**src/rtl/u16u8_pkg.sv**
```systemverilog
package u16u8_pkg;

  // Byte emitted for an unpaired or misplaced surrogate
  localparam logic [7:0] QMARK = 8'h3F;

  // Upper six bits of the two surrogate ranges
  localparam logic [5:0] SUR_HIGH_TAG = 6'b110110;
  localparam logic [5:0] SUR_LOW_TAG  = 6'b110111;

  // Offset added to a surrogate pair's twenty payload bits
  localparam logic [20:0] SUPP_BASE = 21'h10000;

  // Limits of the one- and two-byte forms
  localparam logic [15:0] ONE_BYTE_LIMIT = 16'h0080;
  localparam logic [15:0] TWO_BYTE_LIMIT = 16'h0800;

  // Lead-byte marks
  localparam logic [4:0] LEAD4_MARK = 5'b11110;
  localparam logic [3:0] LEAD3_MARK = 4'b1110;
  localparam logic [2:0] LEAD2_MARK = 3'b110;
  localparam logic [1:0] CONT_MARK  = 2'b10;

  // Job queue between front and back (depth is a power of two)
  localparam int Q_DEPTH = 2;
  localparam int Q_PTR_W = $clog2(Q_DEPTH);
  localparam int Q_CNT_W = $clog2(Q_DEPTH + 1);

  // Maximum results per unit
  localparam int MAX_BYTES = 4;

  // One classified unit: bytes in emission order, count of results (1..4),
  // whether the last result ends the string, and whether it is a bare marker
  typedef struct packed {
    logic [MAX_BYTES-1:0][7:0] bytes;
    logic [2:0]                count;
    logic                      ended;
    logic                      bare;
  } job_t;

endpackage

```
**src/rtl/u16u8_ifs.sv**
```systemverilog
interface u16u8_in_if;
  logic        valid;
  logic        ready;
  logic [15:0] code_unit;
  logic        last_unit;

  modport source (output valid, output code_unit, output last_unit, input ready);
  modport sink   (input valid, input code_unit, input last_unit, output ready);
endinterface

interface u16u8_out_if;
  logic       valid;
  logic       ready;
  logic [7:0] out_byte;
  logic       byte_valid;
  logic       last_of_run;
  logic       string_end;

  modport source (output valid, output out_byte, output byte_valid,
                  output last_of_run, output string_end, input ready);
  modport sink   (input valid, input out_byte, input byte_valid,
                  input last_of_run, input string_end, output ready);
endinterface

```
**src/rtl/u16u8_front.sv**
```systemverilog
module u16u8_front (
  input  logic           clk,
  input  logic           rst,
  u16u8_in_if.sink       unit_in,
  output u16u8_pkg::job_t job,
  output logic           push,
  input  logic           full
);
  import u16u8_pkg::*;

  logic [9:0]  held_high_bits;
  logic        high_pending;
  logic        string_stopped;

  logic [15:0] u;
  logic        last;
  logic        accept;
  logic        is_high;
  logic        is_low;
  logic        paired;
  logic [20:0] cp;
  logic [2:0][7:0] ub;
  logic [1:0]  un;
  logic        unit_end;
  logic        hold_high;
  logic [2:0]  nb;
  logic        ended;

  assign unit_in.ready = !full;
  assign accept = unit_in.valid && unit_in.ready;

  assign u       = unit_in.code_unit;
  assign last    = unit_in.last_unit;
  assign is_high = (u[15:10] == SUR_HIGH_TAG);
  assign is_low  = (u[15:10] == SUR_LOW_TAG);
  assign paired  = high_pending && is_low;
  assign cp      = {1'b0, held_high_bits, u[9:0]} + SUPP_BASE;

  // Encode the unit on its own
  always_comb begin
    ub        = '0;
    un        = 2'd0;
    unit_end  = 1'b0;
    hold_high = 1'b0;
    if (u == 16'h0000) begin
      unit_end = 1'b1;
    end else if (u < ONE_BYTE_LIMIT) begin
      ub[0] = u[7:0];
      un    = 2'd1;
    end else if (u < TWO_BYTE_LIMIT) begin
      ub[0] = {LEAD2_MARK, u[10:6]};
      ub[1] = {CONT_MARK, u[5:0]};
      un    = 2'd2;
    end else if (is_high) begin
      if (last) begin
        ub[0] = QMARK;
        un    = 2'd1;
      end else begin
        hold_high = 1'b1;
      end
    end else if (is_low) begin
      ub[0] = QMARK;
      un    = 2'd1;
    end else begin
      ub[0] = {LEAD3_MARK, u[15:12]};
      ub[1] = {CONT_MARK, u[11:6]};
      ub[2] = {CONT_MARK, u[5:0]};
      un    = 2'd3;
    end
  end

  // Assemble the job: pair, or optional '?' followed by the unit's bytes
  always_comb begin
    job.bytes = '0;
    nb        = 3'd0;
    if (paired) begin
      job.bytes[0] = {LEAD4_MARK, cp[20:18]};
      job.bytes[1] = {CONT_MARK, cp[17:12]};
      job.bytes[2] = {CONT_MARK, cp[11:6]};
      job.bytes[3] = {CONT_MARK, cp[5:0]};
      nb           = 3'd4;
    end else if (high_pending) begin
      job.bytes[0] = QMARK;
      job.bytes[1] = ub[0];
      job.bytes[2] = ub[1];
      job.bytes[3] = ub[2];
      nb           = {1'b0, un} + 3'd1;
    end else begin
      job.bytes[0] = ub[0];
      job.bytes[1] = ub[1];
      job.bytes[2] = ub[2];
      nb           = {1'b0, un};
    end
    ended     = last || (!paired && unit_end);
    job.ended = ended;
    job.bare  = 1'b0;
    job.count = nb;
    if (ended && (nb == 3'd0)) begin
      job.bare  = 1'b1;
      job.count = 3'd1;
    end
  end

  // Queue only units that cause at least one result
  assign push = accept && !string_stopped && (job.count != 3'd0);

  // Advance string state on each accepted word
  always_ff @(posedge clk) begin
    if (rst) begin
      held_high_bits <= '0;
      high_pending   <= 1'b0;
      string_stopped <= 1'b0;
    end else if (accept) begin
      if (last) begin
        held_high_bits <= '0;
        high_pending   <= 1'b0;
        string_stopped <= 1'b0;
      end else if (!string_stopped) begin
        high_pending <= !paired && hold_high;
        if (!paired && hold_high) begin
          held_high_bits <= u[9:0];
        end else begin
          held_high_bits <= '0;
        end
        if (!paired && unit_end) begin
          string_stopped <= 1'b1;
        end
      end
    end
  end

endmodule

```
**src/rtl/u16u8_queue.sv**
```systemverilog
module u16u8_queue (
  input  logic            clk,
  input  logic            rst,
  input  logic            push,
  input  u16u8_pkg::job_t push_job,
  input  logic            pop,
  output u16u8_pkg::job_t head_job,
  output logic            full,
  output logic            empty
);
  import u16u8_pkg::*;

  job_t               slots [Q_DEPTH];
  logic [Q_PTR_W-1:0] wr_ptr;
  logic [Q_PTR_W-1:0] rd_ptr;
  logic [Q_CNT_W-1:0] count;
  logic               do_push;
  logic               do_pop;

  assign full     = (count == Q_CNT_W'(Q_DEPTH));
  assign empty    = (count == '0);
  assign do_push  = push && !full;
  assign do_pop   = pop && !empty;
  assign head_job = slots[rd_ptr];

  // Store incoming jobs
  always_ff @(posedge clk) begin
    if (do_push) begin
      slots[wr_ptr] <= push_job;
    end
  end

  // Advance pointers and fill count
  always_ff @(posedge clk) begin
    if (rst) begin
      wr_ptr <= '0;
      rd_ptr <= '0;
      count  <= '0;
    end else begin
      if (do_push) begin
        wr_ptr <= wr_ptr + 1'b1;
      end
      if (do_pop) begin
        rd_ptr <= rd_ptr + 1'b1;
      end
      if (do_push && !do_pop) begin
        count <= count + 1'b1;
      end else if (do_pop && !do_push) begin
        count <= count - 1'b1;
      end
    end
  end

endmodule

```
**src/rtl/u16u8_back.sv**
```systemverilog
module u16u8_back (
  input  logic            clk,
  input  logic            rst,
  input  u16u8_pkg::job_t head_job,
  input  logic            empty,
  output logic            pop,
  u16u8_out_if.source     byte_out
);
  import u16u8_pkg::*;

  logic [1:0] idx;
  logic       load;
  logic       final_byte;

  assign load       = !empty && (!byte_out.valid || byte_out.ready);
  assign final_byte = ({1'b0, idx} == (head_job.count - 3'd1));
  assign pop        = load && final_byte;

  // Step through the head job one byte per cycle while the output register can load
  always_ff @(posedge clk) begin
    if (rst) begin
      idx <= '0;
    end else if (load) begin
      idx <= final_byte ? 2'd0 : idx + 2'd1;
    end
  end

  // Hold the result in the output register until taken
  always_ff @(posedge clk) begin
    if (rst) begin
      byte_out.valid <= 1'b0;
    end else if (load) begin
      byte_out.valid <= 1'b1;
    end else if (byte_out.ready) begin
      byte_out.valid <= 1'b0;
    end
  end

  always_ff @(posedge clk) begin
    if (load) begin
      byte_out.out_byte    <= head_job.bytes[idx];
      byte_out.byte_valid  <= !head_job.bare;
      byte_out.last_of_run <= final_byte;
      byte_out.string_end  <= final_byte && head_job.ended;
    end
  end

endmodule

```
**src/rtl/utf16le_to_utf8_stream.sv**
```systemverilog
// UTF-16LE to UTF-8 stream converter. Each accepted word on unit_in is one
// 16-bit code unit; byte_out delivers one UTF-8 byte per word, with
// last_of_run on the final byte a unit caused and string_end where a zero
// unit or the buffer end finished the string (a bare marker with
// byte_valid low is sent when nothing else carries that end). The bytes a
// unit causes, one to four, leave in turn, since the back end serializes
// through a single one-byte output register; units that cause nothing
// (held high surrogate, units after the string stopped) queue no job.
// A two-entry job queue sits between the classifier and the serializer,
// so input is accepted while earlier units still drain. With the queue and
// output register empty, the first byte of a unit passes through a queue
// slot and then the output register before it is presented on byte_out.
module utf16le_to_utf8_stream (
  input  logic         clk,
  input  logic         rst,
  u16u8_in_if.sink     unit_in,
  u16u8_out_if.source  byte_out
);
  import u16u8_pkg::*;

  job_t front_job;
  job_t head_job;
  logic push;
  logic pop;
  logic full;
  logic empty;

  u16u8_front u_front (
    .clk     (clk),
    .rst     (rst),
    .unit_in (unit_in),
    .job     (front_job),
    .push    (push),
    .full    (full)
  );

  u16u8_queue u_queue (
    .clk      (clk),
    .rst      (rst),
    .push     (push),
    .push_job (front_job),
    .pop      (pop),
    .head_job (head_job),
    .full     (full),
    .empty    (empty)
  );

  u16u8_back u_back (
    .clk      (clk),
    .rst      (rst),
    .head_job (head_job),
    .empty    (empty),
    .pop      (pop),
    .byte_out (byte_out)
  );

endmodule

```
**src/flat_wrapper.sv**
```systemverilog
// flat-port wrapper written by rule: the top's interface ports become plain ports
module utf16le_to_utf8_stream_flat import u16u8_pkg::*;
  (clk, rst, unit_in_valid, unit_in_code_unit, unit_in_last_unit, unit_in_ready, byte_out_valid, byte_out_out_byte, byte_out_byte_valid, byte_out_last_of_run, byte_out_string_end, byte_out_ready);
  u16u8_in_if unit_in_i ();
  u16u8_out_if byte_out_i ();
  input  logic clk;
  input  logic rst;
  input wire logic [$bits(unit_in_i.valid)-1:0] unit_in_valid;
  input wire logic [$bits(unit_in_i.code_unit)-1:0] unit_in_code_unit;
  input wire logic [$bits(unit_in_i.last_unit)-1:0] unit_in_last_unit;
  output wire logic [$bits(unit_in_i.ready)-1:0] unit_in_ready;
  output wire logic [$bits(byte_out_i.valid)-1:0] byte_out_valid;
  output wire logic [$bits(byte_out_i.out_byte)-1:0] byte_out_out_byte;
  output wire logic [$bits(byte_out_i.byte_valid)-1:0] byte_out_byte_valid;
  output wire logic [$bits(byte_out_i.last_of_run)-1:0] byte_out_last_of_run;
  output wire logic [$bits(byte_out_i.string_end)-1:0] byte_out_string_end;
  input wire logic [$bits(byte_out_i.ready)-1:0] byte_out_ready;
  assign unit_in_i.valid = unit_in_valid;
  assign unit_in_i.code_unit = unit_in_code_unit;
  assign unit_in_i.last_unit = unit_in_last_unit;
  assign unit_in_ready = unit_in_i.ready;
  assign byte_out_valid = byte_out_i.valid;
  assign byte_out_out_byte = byte_out_i.out_byte;
  assign byte_out_byte_valid = byte_out_i.byte_valid;
  assign byte_out_last_of_run = byte_out_i.last_of_run;
  assign byte_out_string_end = byte_out_i.string_end;
  assign byte_out_i.ready = byte_out_ready;
  utf16le_to_utf8_stream u_core (.clk(clk), .rst(rst), .unit_in(unit_in_i), .byte_out(byte_out_i));
endmodule
```
**config.mk**
```make
export PLATFORM = sky130hd
export DESIGN_NAME = utf16le_to_utf8_stream_flat
export DESIGN_NICKNAME = d
export VERILOG_FILES = /design/src/rtl/u16u8_pkg.sv /design/src/rtl/u16u8_ifs.sv /design/src/rtl/u16u8_front.sv /design/src/rtl/u16u8_queue.sv /design/src/rtl/u16u8_back.sv /design/src/rtl/utf16le_to_utf8_stream.sv /design/src/flat_wrapper.sv
export SDC_FILE = /design/constraint.sdc
export NUM_CORES = 1
export LEC_CHECK = 0
export BUFFER_PORTS_ARGS = -buffer_cell sky130_fd_sc_hd__buf_2
export CAP_MARGIN = 20
export CELL_PAD_IN_SITES_DETAIL_PLACEMENT = 1
export CELL_PAD_IN_SITES_GLOBAL_PLACEMENT = 1
export CORE_MARGIN = 3
export CORE_UTILIZATION = 30
export CTS_CLUSTER_SIZE = 12
export DETAILED_ROUTE_END_ITERATION = 10
export PLACE_DENSITY = 0.51
export REMOVE_ABC_BUFFERS = 1
export SYNTH_ARGS = -nofsm -noshare
export SYNTH_HDL_FRONTEND = slang
export SYNTH_SLANG_ARGS = --single-unit
```
**constraint.sdc**
```tcl
create_clock -name clk -period 3.9 [get_ports clk]
set_clock_uncertainty 0.1 [all_clocks]
set_input_delay 0.195 -clock clk [delete_from_list [all_inputs] [get_ports clk]]
set_output_delay 0.195 -clock clk [all_outputs]
set_load 0.01 [all_outputs]
```
==> results_dict.tcl, run 1 <==
set metrics [dict create \
    die_h_um 129 \
    final_max_slew_viol_count 0 \
    setup_viol 0 \
    syn-cell-area_mm2 0.00455 \
    worstPathCellList "buf_2 > nor4_1 > a21boi_2 > o21a_2 > ha_1 > or3b_2 > a21oi_1 > o211ai_1 > o311ai_4 > nand2_1 > ha_1 > or3_1 > a21oi_1" \
    min_path_type "in2reg" \
    seqPwrFrac_pct 48.8 \
    fp-row-count 44 \
    h-tree-depth 3 \
    grt_pass1_vias 3036 \
    worstRegToRegCells 8 \
    finalPower_mw 3.05 \
    clockRootBuffer "clkbuf_16" \
    synth_top_family_by_area "compound AO/OA/AOI/OAI gates" \
    synth_compound_area_share_pct 12.2 \
    cts_tree "yes" \
    pre_cts_ws_ns 0.423 \
    critPathBufInv 1 \
    grt_setup_unrepaired "false" \
    maxSlewHeadroom_pct 48.5 \
    max_freq_mhz 318 \
    fp.dieW_um 129 \
    p_int_mw 2.23 \
    cts_hold_buf 0 \
    antenna_found_initial 0 \
    routabilityCongestion 0.862 \
    p_per_area_mw_per_mm2 579 \
    min_period_ns 3.14 \
    vias_per_cell 5.16 \
    crit_type "in2reg" \
    num_vias 2923 \
    synthCells 340 \
    comb_power_share_pct 20.3 \
    grt_max_degree 36 \
    drv_cap 0 \
    synth_seq_cells 101 \
    coreArea_mm2 0.0147 \
    synth_cell_type_count 51 \
    setup_slack_ns 0.758 \
    finalSetupTns_ns 0 \
    port_buffers 33 \
    worstHoldStart "byte_out_ready" \
    cts-resized-gates 0 \
    placed_cell_area_mm2 0.00495 \
    final_layout_size_suffix_gt1_share_pct 23.2 \
    drc 0 \
    crit_path_end "u_core.u_queue.count[1]$_SDFFE_PP0P_" \
    synthXorXnorAreaFrac_pct 1.54 \
    cts_setup_buffers 0 \
    clockPowerShare_pct 31.0 \
    die_area_mm2 0.0167 \
    clock_path_buffers 2 \
    drt_pass1_iterations 6 \
    stdcell_area_mm2 0.00527 \
    postSynthAreaPerCell_um2 13.4 \
    clock_sinks 101 \
    max_stage_delay_ns 0.44 \
    cp.arrival_ns 3.32 \
    synth-edff-count 81 \
    r2r_end "u_core.u_queue.count[1]$_SDFFE_PP0P_" \
    grt_first_pass_wirelength_mm 17.8 \
    async_flop_share_pct 0 \
    status "completed" \
    cp_top_family "simple AND/OR/NAND/NOR gates" \
    hold_violations 0 \
    leakage_nw 1.77 \
    ant_nets 0 \
    num_io_pins 34 \
    worstSetupStartpointType "primary input" \
    clkSlewWorstSetupHoldPaths_ns 0.06 \
    cp.required_ns 4.07 \
    drt_iter0_markers 173 \
    drt_wl_total_mm 11.2 \
    fin_crit_sh_pct 80.6 \
    clk_latency_ns 0.34 \
    grtUsageTotal_pct 14.2 \
    grt_overflow_total 0 \
    critical_path_depth 13 \
    synthAdderAreaFrac_pct 1.10 \
    slowest_stage "or3b_2" \
    synth-main-ff-cell "edfxtp_1" \
    rrSetupSlack_ns 0.88 \
    nNetsFinal 403 \
    p_sw_mw 0.817 \
    ys.warnings.count 0 \
    worstMarginPinSlew_ns 0.769 \
    wire_per_inst_um 19.8 \
    syn_to_final_growth_pct 15.6 \
    diodes 0 \
    synthMuxAreaShare_pct 10.5 \
    synth_simple_gate_area_share_pct 10.5 \
    dp_hpwl_mm 7.96 \
    worst_setup_path_end_kind "register" \
    cp-startpoint "unit_in_code_unit[3]" \
    power.share.switching_pct 26.8 \
    vdd_drop_max_mv 0.276 \
    synth_seq_area_share_pct 62.2 \
    numCtsBuffers 9 \
    start_util_pct 31.0 \
    path_max_fanout 7 \
]
power by group through the flow:
stage / clock (mW) / combinational (mW) / sequential (mW)
6_report: 0.944 / 0.617 / 1.49
5_1_grt: 1.02 / 0.693 / 1.51
4_1_cts: 0.974 / 0.643 / 1.49
3_5_place_dp: 0 / 0.639 / 1.52
3_3_place_gp: 0 / 0.629 / 1.51
2_1_floorplan: 0 / 0.348 / 1.55
worst min-delay path, cell delays in order:
cell,delay (ns)
buf_2,0.07
nand2b_1,0.11
a21oi_1,0.06
how the worst min path moves through the flow:
stage	cells after the start	endpoint	slack, ns
final	3	u_core.u_back.byte_out.valid$_SDFFE_PP0P_	0.04
after global routing	3	u_core.u_back.byte_out.valid$_SDFFE_PP0P_	0.05
after CTS	3	u_core.u_back.byte_out.valid$_SDFFE_PP0P_	0.03
after detailed placement	2	u_core.u_queue.wr_ptr$_SDFFE_PP0P_	0.39
after global placement	2	u_core.u_queue.wr_ptr$_SDFFE_PP0P_	0.38
after floorplan	1	u_core.u_back.byte_out.valid$_SDFFE_PP0P_	0.16
synthesized netlist by cell type, types with 4 or more instances:
cell / instances / area share [%]
edfxtp_1: 81 / 53
nor2_1: 32 / 2.6
nand2_1: 26 / 2.1
dfxtp_1: 20 / 8.8
a22oi_1: 19 / 3.1
o21ai_0: 18 / 2.0
mux4_2: 15 / 7.4
a21oi_1: 14 / 1.5
clkbuf_1: 11 / 0.91
and2_1: 9 / 1.2
mux2_2: 7 / 1.7
mux2i_1: 6 / 1.3
o22ai_1: 6 / 0.82
nor3_1: 5 / 0.55
a31oi_1: 4 / 0.55
ha_1: 4 / 1.1
inv_1: 4 / 0.33
nand2b_1: 4 / 0.55
nand3_1: 4 / 0.44
o211ai_1: 4 / 0.66
xnor2_1: 4 / 0.77
xor2_1: 4 / 0.77
metal layers:
metal  share of wire (%)  GRT usage, %  up-vias
li1                    -             -     1387
met1                  49          20.2     1476
met2                  46          21.7       47
met3                 3.0          3.05       13
met4                 1.5          4.45        0
met5                   0             0        -
layout by cell type (no fill, tap or decap), types with 2 or more instances in the layout:
cell,Yosys,layout
a22oi_1,19,19
clkinv_1,1,3
o211ai_1,4,4
dfxtp_1,20,20
ha_1,4,4
a21o_1,2,2
nor2_1,32,32
mux4_2,15,15
edfxtp_1,81,81
nor3_1,5,5
nand2_1,26,26
mux2i_1,6,6
o21a_1,3,3
a22o_1,2,2
nand3_1,4,4
o21bai_1,2,2
nand2b_1,4,4
and4_1,2,2
mux2_2,7,7
xnor2_1,4,4
and2_1,9,9
nor3_2,2,2
nor4_1,2,2
a31oi_1,4,4
bufinv_16,0,2
buf_2,2,33
nor2b_1,2,2
o22ai_1,6,6
inv_1,4,4
xor2_1,4,4
clkbuf_16,0,9
o21ai_0,18,18
buf_4,0,9
a21oi_1,14,14
through the flow:
| stage | hold slack (ns) | instances | utilization [%] |
|---|---|---|---|
| after floorplan | 0.164 | 325 | - |
| after global placement | 0.379 | 551 | 33.7 |
| after detailed placement | 0.392 | 551 | 33.7 |
| after CTS | 0.0321 | 567 | 35.8 |
| after global routing | 0.0521 | 567 | 35.8 |
| final | 0.0407 | 567 | 35.8 |
registers in the layout, summed over array words and instances, names as in the netlist, named ones only:
register / cells
u_core.u_back.byte_out.byte_valid: 1
u_core.u_back.byte_out.last_of_run: 1
u_core.u_back.byte_out.out_byte: 8
u_core.u_back.byte_out.string_end: 1
u_core.u_back.byte_out.valid: 1
u_core.u_back.idx: 2
u_core.u_front.held_high_bits: 10
u_core.u_front.high_pending: 1
u_core.u_front.string_stopped: 1
u_core.u_queue.count: 2
u_core.u_queue.rd_ptr: 1
u_core.u_queue.slots: 70
u_core.u_queue.wr_ptr: 1
final cells by class:
| class | instances | area, um^2 |
|---|---|---|
| repair buffers | 42 | 233 |
| clock inverters | 7 | 88.8 |
| well taps | 184 | 230 |
| fillers | 1547 | 9430 |
| inverters | 6 | 22.5 |
| clock buffers | 9 | 225 |
| multi-input cells | 218 | 1630 |
| flip-flops and latches | 101 | 2830 |
cell families after synthesis:
group | Yosys count
DFF | 101
xor gates and xnor gates | 8
muxes | 28
buffers and inverters | 21
AOI/OAI and AO/OA | 82
adders and majority gates | 4
and+or+nand+nor | 96
(Power assumes the default switching activity.)
==> inputs of run 2 (changes only) <==
- clock period: 3.9 -> 3.2 ns (I/O delays scaled with it)
==> results_dict.tcl, run 2 (synthesis results as in run 1) <==
set metrics [dict create \
    status "completed" \
    drc 0 \
    cts_setup_buffers 0 \
    num_io_pins 34 \
    h-tree-depth 3 \
    r2r_end "u_core.u_queue.count[1]$_SDFFE_PP0P_" \
    m1WireLength_mm 5.70 \
    min_path_type "in2reg" \
    setup_viol 0 \
    nNetsFinal 433 \
    setup_slack_ns 0.271 \
    die_area_mm2 0.0167 \
    critical_path_depth 14 \
    regMostFlops "u_core.u_queue.slots" \
    drt_iter0_markers 229 \
    dp_hpwl_mm 8.15 \
    top_layer "met4" \
    final_max_slew_viol_count 0 \
    grt_pass1_vias 3151 \
    cp-startpoint "unit_in_code_unit[3]" \
    grt_setup_unrepaired "false" \
    top_regs "u_core.u_queue.slots: 70 flops, u_core.u_front.held_high_bits: 10 flops, u_core.u_back.byte_out.out_byte: 8 flops" \
    syn_to_final_growth_pct 21.2 \
    worstMarginPinSlew_ns 0.743 \
    grtUsageTotal_pct 15.0 \
    worst_setup_path_end_kind "register" \
    pre_cts_ws_ns -0.120 \
    max_freq_mhz 341 \
    crit_type "in2reg" \
    diodes 0 \
    fp-row-count 44 \
    routabilityCongestion 0.812 \
    start_util_pct 31.0 \
    fp.dieW_um 129 \
    drt_wl_total_mm 11.6 \
    final_cell_mix "edfxtp_1 (81), buf_4 (36), buf_2 (33), nor2_1 (32), nand2_1 (26)" \
    antenna_found_initial 0 \
    max_stage_delay_ns 0.44 \
    numCtsBuffers 9 \
    final_common_cell "edfxtp_1" \
    grt_overflow_total 0 \
    largest_reg_flops 70 \
    ant_nets 0 \
    drv_cap 0 \
    dr_wl_met2_mm 5.29 \
    vias_per_cell 5.09 \
    rrSetupSlack_ns 0.53 \
    cp_top_family "simple AND/OR/NAND/NOR gates" \
    clock_path_buffers 2 \
    fin_crit_sh_pct 91.5 \
    die_h_um 129 \
    worstPathCellList "buf_2 > nor4_1 > buf_4 > a21boi_2 > o21a_2 > ha_1 > or3b_2 > a21oi_1 > o211ai_1 > o311ai_4 > nand2_1 > ha_1 > or3_1 > a21oi_1" \
    coreArea_mm2 0.0147 \
    fill_cells 1549 \
    worstRegToRegCells 8 \
    final_layout_size_suffix_gt1_share_pct 28.8 \
    num_vias 3037 \
    wire_per_inst_um 19.4 \
    wl_met3_um 402 \
    p_per_area_mw_per_mm2 688 \
    hold_violations 0 \
    finalSetupTns_ns 0 \
    vdd_drop_max_mv 0.389 \
    critPathBufInv 2 \
    regArea_mm2 0.00283 \
    cp.required_ns 3.39 \
    grt_first_pass_wirelength_mm 18.6 \
    leakage_nw 1.92 \
    clkSlewWorstSetupHoldPaths_ns 0.07 \
    cts-resized-gates 0 \
    cp.arrival_ns 3.12 \
    slowest_stage "or3b_2" \
    path_max_fanout 2 \
    grt_max_degree 36 \
    min_period_ns 2.93 \
    clock_sinks 101 \
    port_buffers 33 \
    drt_pass1_iterations 4 \
    maxSlewHeadroom_pct 50.3 \
    crit_path_end "u_core.u_queue.count[1]$_SDFFE_PP0P_" \
    cts_tree "yes" \
    worstSetupStartpointType "primary input" \
    clockRootBuffer "clkbuf_16" \
    clk_latency_ns 0.35 \
    multi_input_area_mm2 0.00163 \
]
-- run 2: how the worst min path moves through the flow --
stage	start	end	cells after the start
after floorplan	rst	u_core.u_back.byte_out.valid$_SDFFE_PP0P_	1
after global placement	byte_out_ready	u_core.u_back.byte_out.valid$_SDFFE_PP0P_	3
after detailed placement	byte_out_ready	u_core.u_back.byte_out.valid$_SDFFE_PP0P_	3
after CTS	unit_in_valid	u_core.u_front.string_stopped$_SDFFE_PP0P_	3
after global routing	unit_in_valid	u_core.u_front.string_stopped$_SDFFE_PP0P_	3
final	unit_in_valid	u_core.u_front.string_stopped$_SDFFE_PP0P_	3
-- run 2: metal layers --
metal	up-vias	track usage (%)
li1	1448	-
met1	1518	21.9
met2	58	22.3
met3	13	2.93
met4	0	5.00
met5	-	0
-- run 2: cell type report --
cell class / count / share of cell area, %
tap: 184 / 4.17
clock inverter: 6 / 1.59
timing repair buffer: 72 / 8.79
sequential: 101 / 51.3
clock buffer: 10 / 4.15
inverter: 6 / 0.408
multi-input combinational: 218 / 29.6
-- run 2: report_power, final --
group | internal (mW) | switching [mW] | total [mW]
sequential | 1.72 | 0.0643 | 1.79
combinational | 0.365 | 0.471 | 0.837
clock | 0.685 | 0.491 | 1.18
-- run 2: through the flow --
stage          util [%]  cells  power (mW)  area (um^2)  hold slack (ns)
2_1_floorplan         -    325        2.32         4490            0.129
3_3_place_gp       35.3    580        2.66         5190            0.344
3_5_place_dp       35.3    580        2.68         5190            0.359
4_1_cts            37.6    597        3.88         5520          0.00461
5_1_grt            37.6    597        4.02         5520           0.0173
6_report           37.6    597        3.80         5520           0.0221
-- run 2: timing repair --
item	in CTS	in global routing
hold buffers	1	0
endpoints found under the setup margin	0	0
endpoints found under the hold margin	1	0
-- run 2: worst reg2reg max path, delay by kind of cell (launching register included) --
kind                       cells  cell delay (ns)
and+or+nand+nor                3             0.91
adders and majority gates      2             0.59
xor gates and xnor gates       1             0.15
AOI/OAI and AO/OA              1             0.14
DFF                            1             0.41
muxes                          1             0.30
==> inputs of run 3 (changes only) <==
- ABC_AREA: not set -> 1
- HOLD_SLACK_MARGIN: not set -> 0.15
- PLACE_DENSITY: 0.51 -> 0.53
==> results_dict.tcl, run 3 <==
set metrics [dict create \
    worst_setup_path_end_kind "register" \
    dp_hpwl_mm 8.60 \
    synth-main-ff-cell "edfxtp_1" \
    yosysTopAreaCell "edfxtp_1" \
    hold_violations 0 \
    wire_per_inst_um 17.8 \
    clkSlewWorstSetupHoldPaths_ns 0.07 \
    max_freq_mhz 342 \
    min_period_ns 2.92 \
    critPathBufInv 4 \
    ys.warnings.count 0 \
    final_max_slew_viol_count 0 \
    use_met3_pct 2.46 \
    regArea_mm2 0.00283 \
    coreArea_mm2 0.0148 \
    vias_per_cell 4.91 \
    ys_top_cells_by_count "nor2_1 (98), edfxtp_1 (81), nand2_1 (52)" \
    yosysTopAreaCellShare_pct 52.6 \
    fp.dieW_um 130 \
    grtUsageMet1_pct 21.6 \
    grt_setup_unrepaired "false" \
    fp-row-count 44 \
    clock_path_buffers 2 \
    drc 0 \
    die_area_mm2 0.0169 \
    synthCells 457 \
    postSynthAreaPerCell_um2 10.1 \
    async_flop_share_pct 0 \
    path_max_fanout 12 \
    final_util_pct 37.7 \
    regMostFlops "u_core.u_queue.slots" \
    cp.arrival_ns 3.07 \
    antenna_found_initial 0 \
    syn-cell-area_mm2 0.00462 \
    largest_reg_flops 70 \
    grt_pass1_vias 3618 \
    drt_wl_total_mm 12.6 \
    setup_viol 0 \
    grtUsageTotal_pct 15.6 \
    path_common_cell "nand2_2" \
    drt_iter0_markers 204 \
    vdd_drop_max_mv 0.322 \
    crit_type "in2reg" \
    synth-edff-count 81 \
    cts_tree "yes" \
    final_layout_size_suffix_gt1_share_pct 16.3 \
    worstMarginPinSlew_ns 0.759 \
    synth_seq_area_share_pct 61.3 \
    fin_crit_sh_pct 91.3 \
    start_util_pct 31.2 \
    ant_nets 0 \
    diodes 0 \
    grt_first_pass_wirelength_mm 19.9 \
    drv_cap 0 \
    multi_input_area_mm2 0.00157 \
    grt_overflow_total 0 \
    maxSlewHeadroom_pct 49.2 \
    syn_to_final_growth_pct 20.9 \
    port_buffers 33 \
    clock_sinks 101 \
    drt_pass1_iterations 4 \
    worstSetupStartpointType "primary input" \
    fill_cells 1667 \
    nNetsFinal 544 \
    routabilityCongestion 0.811 \
    grt_max_degree 36 \
    clk_latency_ns 0.35 \
    cp_top_family "simple AND/OR/NAND/NOR gates" \
    cp.required_ns 3.35 \
    slowest_stage "dlygate4sd3_1" \
    synth_most_common_cell "nor2_1" \
    status "completed" \
    die_h_um 130 \
    max_stage_delay_ns 0.54 \
    worst_hold_slack_ns 0.161 \
    num_io_pins 34 \
    top_regs "u_core.u_queue.slots: 70 flops, u_core.u_front.held_high_bits: 10 flops, u_core.u_back.byte_out.out_byte: 8 flops" \
    grt_busiest_layer "met2" \
    ys_top_cells_by_area "edfxtp_1 (53%), dfxtp_1 (8.7%), nor2_1 (8.0%)" \
    leakage_nw 2.15 \
    num_vias 3471 \
    synth_seq_cells 101 \
    grt_use_met2_pct 24.5 \
    worstPathCellList "dlygate4sd3_1 > buf_2 > nor2_1 > nand2_1 > nor2_4 > nand2_8 > nand2_2 > nand2_1 > inv_1 > ha_1 > nand3_1 > nand2_2 > nor2_2 > nand3_2 > nand2_2 > inv_1 > ha_1 > a21oi_1 > o21ai_1 > o21ai_1 > a21oi_1" \
    final_cell_mix "nor2_1 (97), edfxtp_1 (81), nand2_1 (49), o21ai_0 (40), inv_1 (36)" \
    final_common_cell "nor2_1" \
    p_per_area_mw_per_mm2 667 \
    numCtsBuffers 9 \
    min_path_type "in2reg" \
    clockRootBuffer "clkbuf_16" \
    h-tree-depth 3 \
    synth_cell_type_count 36 \
]
-- run 3: cell count changes in the layout (fill, tap and decap cells not counted), moves of 6 or more --
cell	delta
inv_1	+32
o21ai_0	+22
mux4_2	-15
mux2_2	-7
and2_1	-9
a22oi_1	-7
buf_4	-24
dlygate4sd3_1	+24
nor2_1	+65
nand2_1	+23
o221ai_1	+6
-- run 3: per-layer routing --
metal / up-vias / share of wire, % / wire [um]
met5: - / 0 / 0
met4: 0 / 1.7 / 212
met3: 14 / 2.7 / 339
met2: 55 / 46 / 5840
met1: 1690 / 49 / 6220
li1: 1712 / - / -
-- run 3: cells by family after synthesis --
kind of cell / count (synthesis) / synth area share (%)
multiplexers: 2 / 0.433
buffers and inverters: 60 / 5.14
flip-flops: 101 / 61.3
AO/OA/AOI/OAI: 106 / 14.0
adder cells (fa/ha/maj): 4 / 1.08
AND/OR/NAND/NOR: 176 / 16.4
XOR/XNOR: 8 / 1.68
-- run 3: power breakdown --
part           switching, mW  leakage (nW)  internal (mW)  total, mW
registers             0.0659         0.898           1.69       1.76
logic                  0.638          1.12          0.334      0.973
clock network          0.481         0.123          0.518      0.999
total                   1.18          2.15           2.54       3.73
-- run 3: through the flow --
stage	TNS [ns]	power, mW	area (um^2)	setup slack, ns	std cells
finish	0	3.73	5590	0.279	707
global placement	0	2.74	5040	0.425	664
global route	0	3.96	5590	0.00513	707
CTS	0	3.78	5550	0.200	704
detailed placement	0	2.76	5040	0.342	664
floorplan	-10.35	2.35	4530	-0.296	436
-- run 3: final timing paths --
| check | from | endpoint | slack (ns) | depth (start not counted) |
|---|---|---|---|---|
| min | unit_in_valid | u_core.u_front.string_stopped$_SDFFE_PP0P_ | 0.16 | 5 |
| max reg2reg | u_core.u_queue.count[0]$_SDFFE_PP0P_ | u_core.u_front.held_high_bits[3]$_SDFFE_PP0P_ | 0.53 | 10 |
| min reg2reg | u_core.u_queue.rd_ptr$_SDFFE_PP0P_ | register | 0.41 | 2 |
| max | unit_in_code_unit[8] | u_core.u_queue.count[1]$_SDFFE_PP0P_ | 0.28 | 21 |
-- run 3: layout make-up --
class                           count  area share (%)
Multi-Input combinational cell    296            28.2
Timing Repair Buffer               72            9.76
Tap cell                          184            4.12
Clock inverter                      5           0.515
Clock buffer                       10            4.10
Inverter                           39            2.62
Sequential cell                   101            50.7
-- run 3: repair_timing --
action                                  in CTS  in global routing
endpoints found under the setup margin       0                  1
setup buffers                                0                  3
hold buffers                                25                  0
endpoints found under the hold margin       18                  0
gates resized for setup                      0                  6
-- run 3: worst reg2reg max path, cell delays in order (launching register included) --
cell and delay [ns]:
dfxtp_1 0.36, inv_2 0.07, nand2_1 0.08, nand2_1 0.10, nor2_2 0.20, nor2_1 0.08, buf_4 0.18, nor2_1 0.59
a22oi_1 0.15, nor2_1 0.14, dlygate4sd3_1 0.56
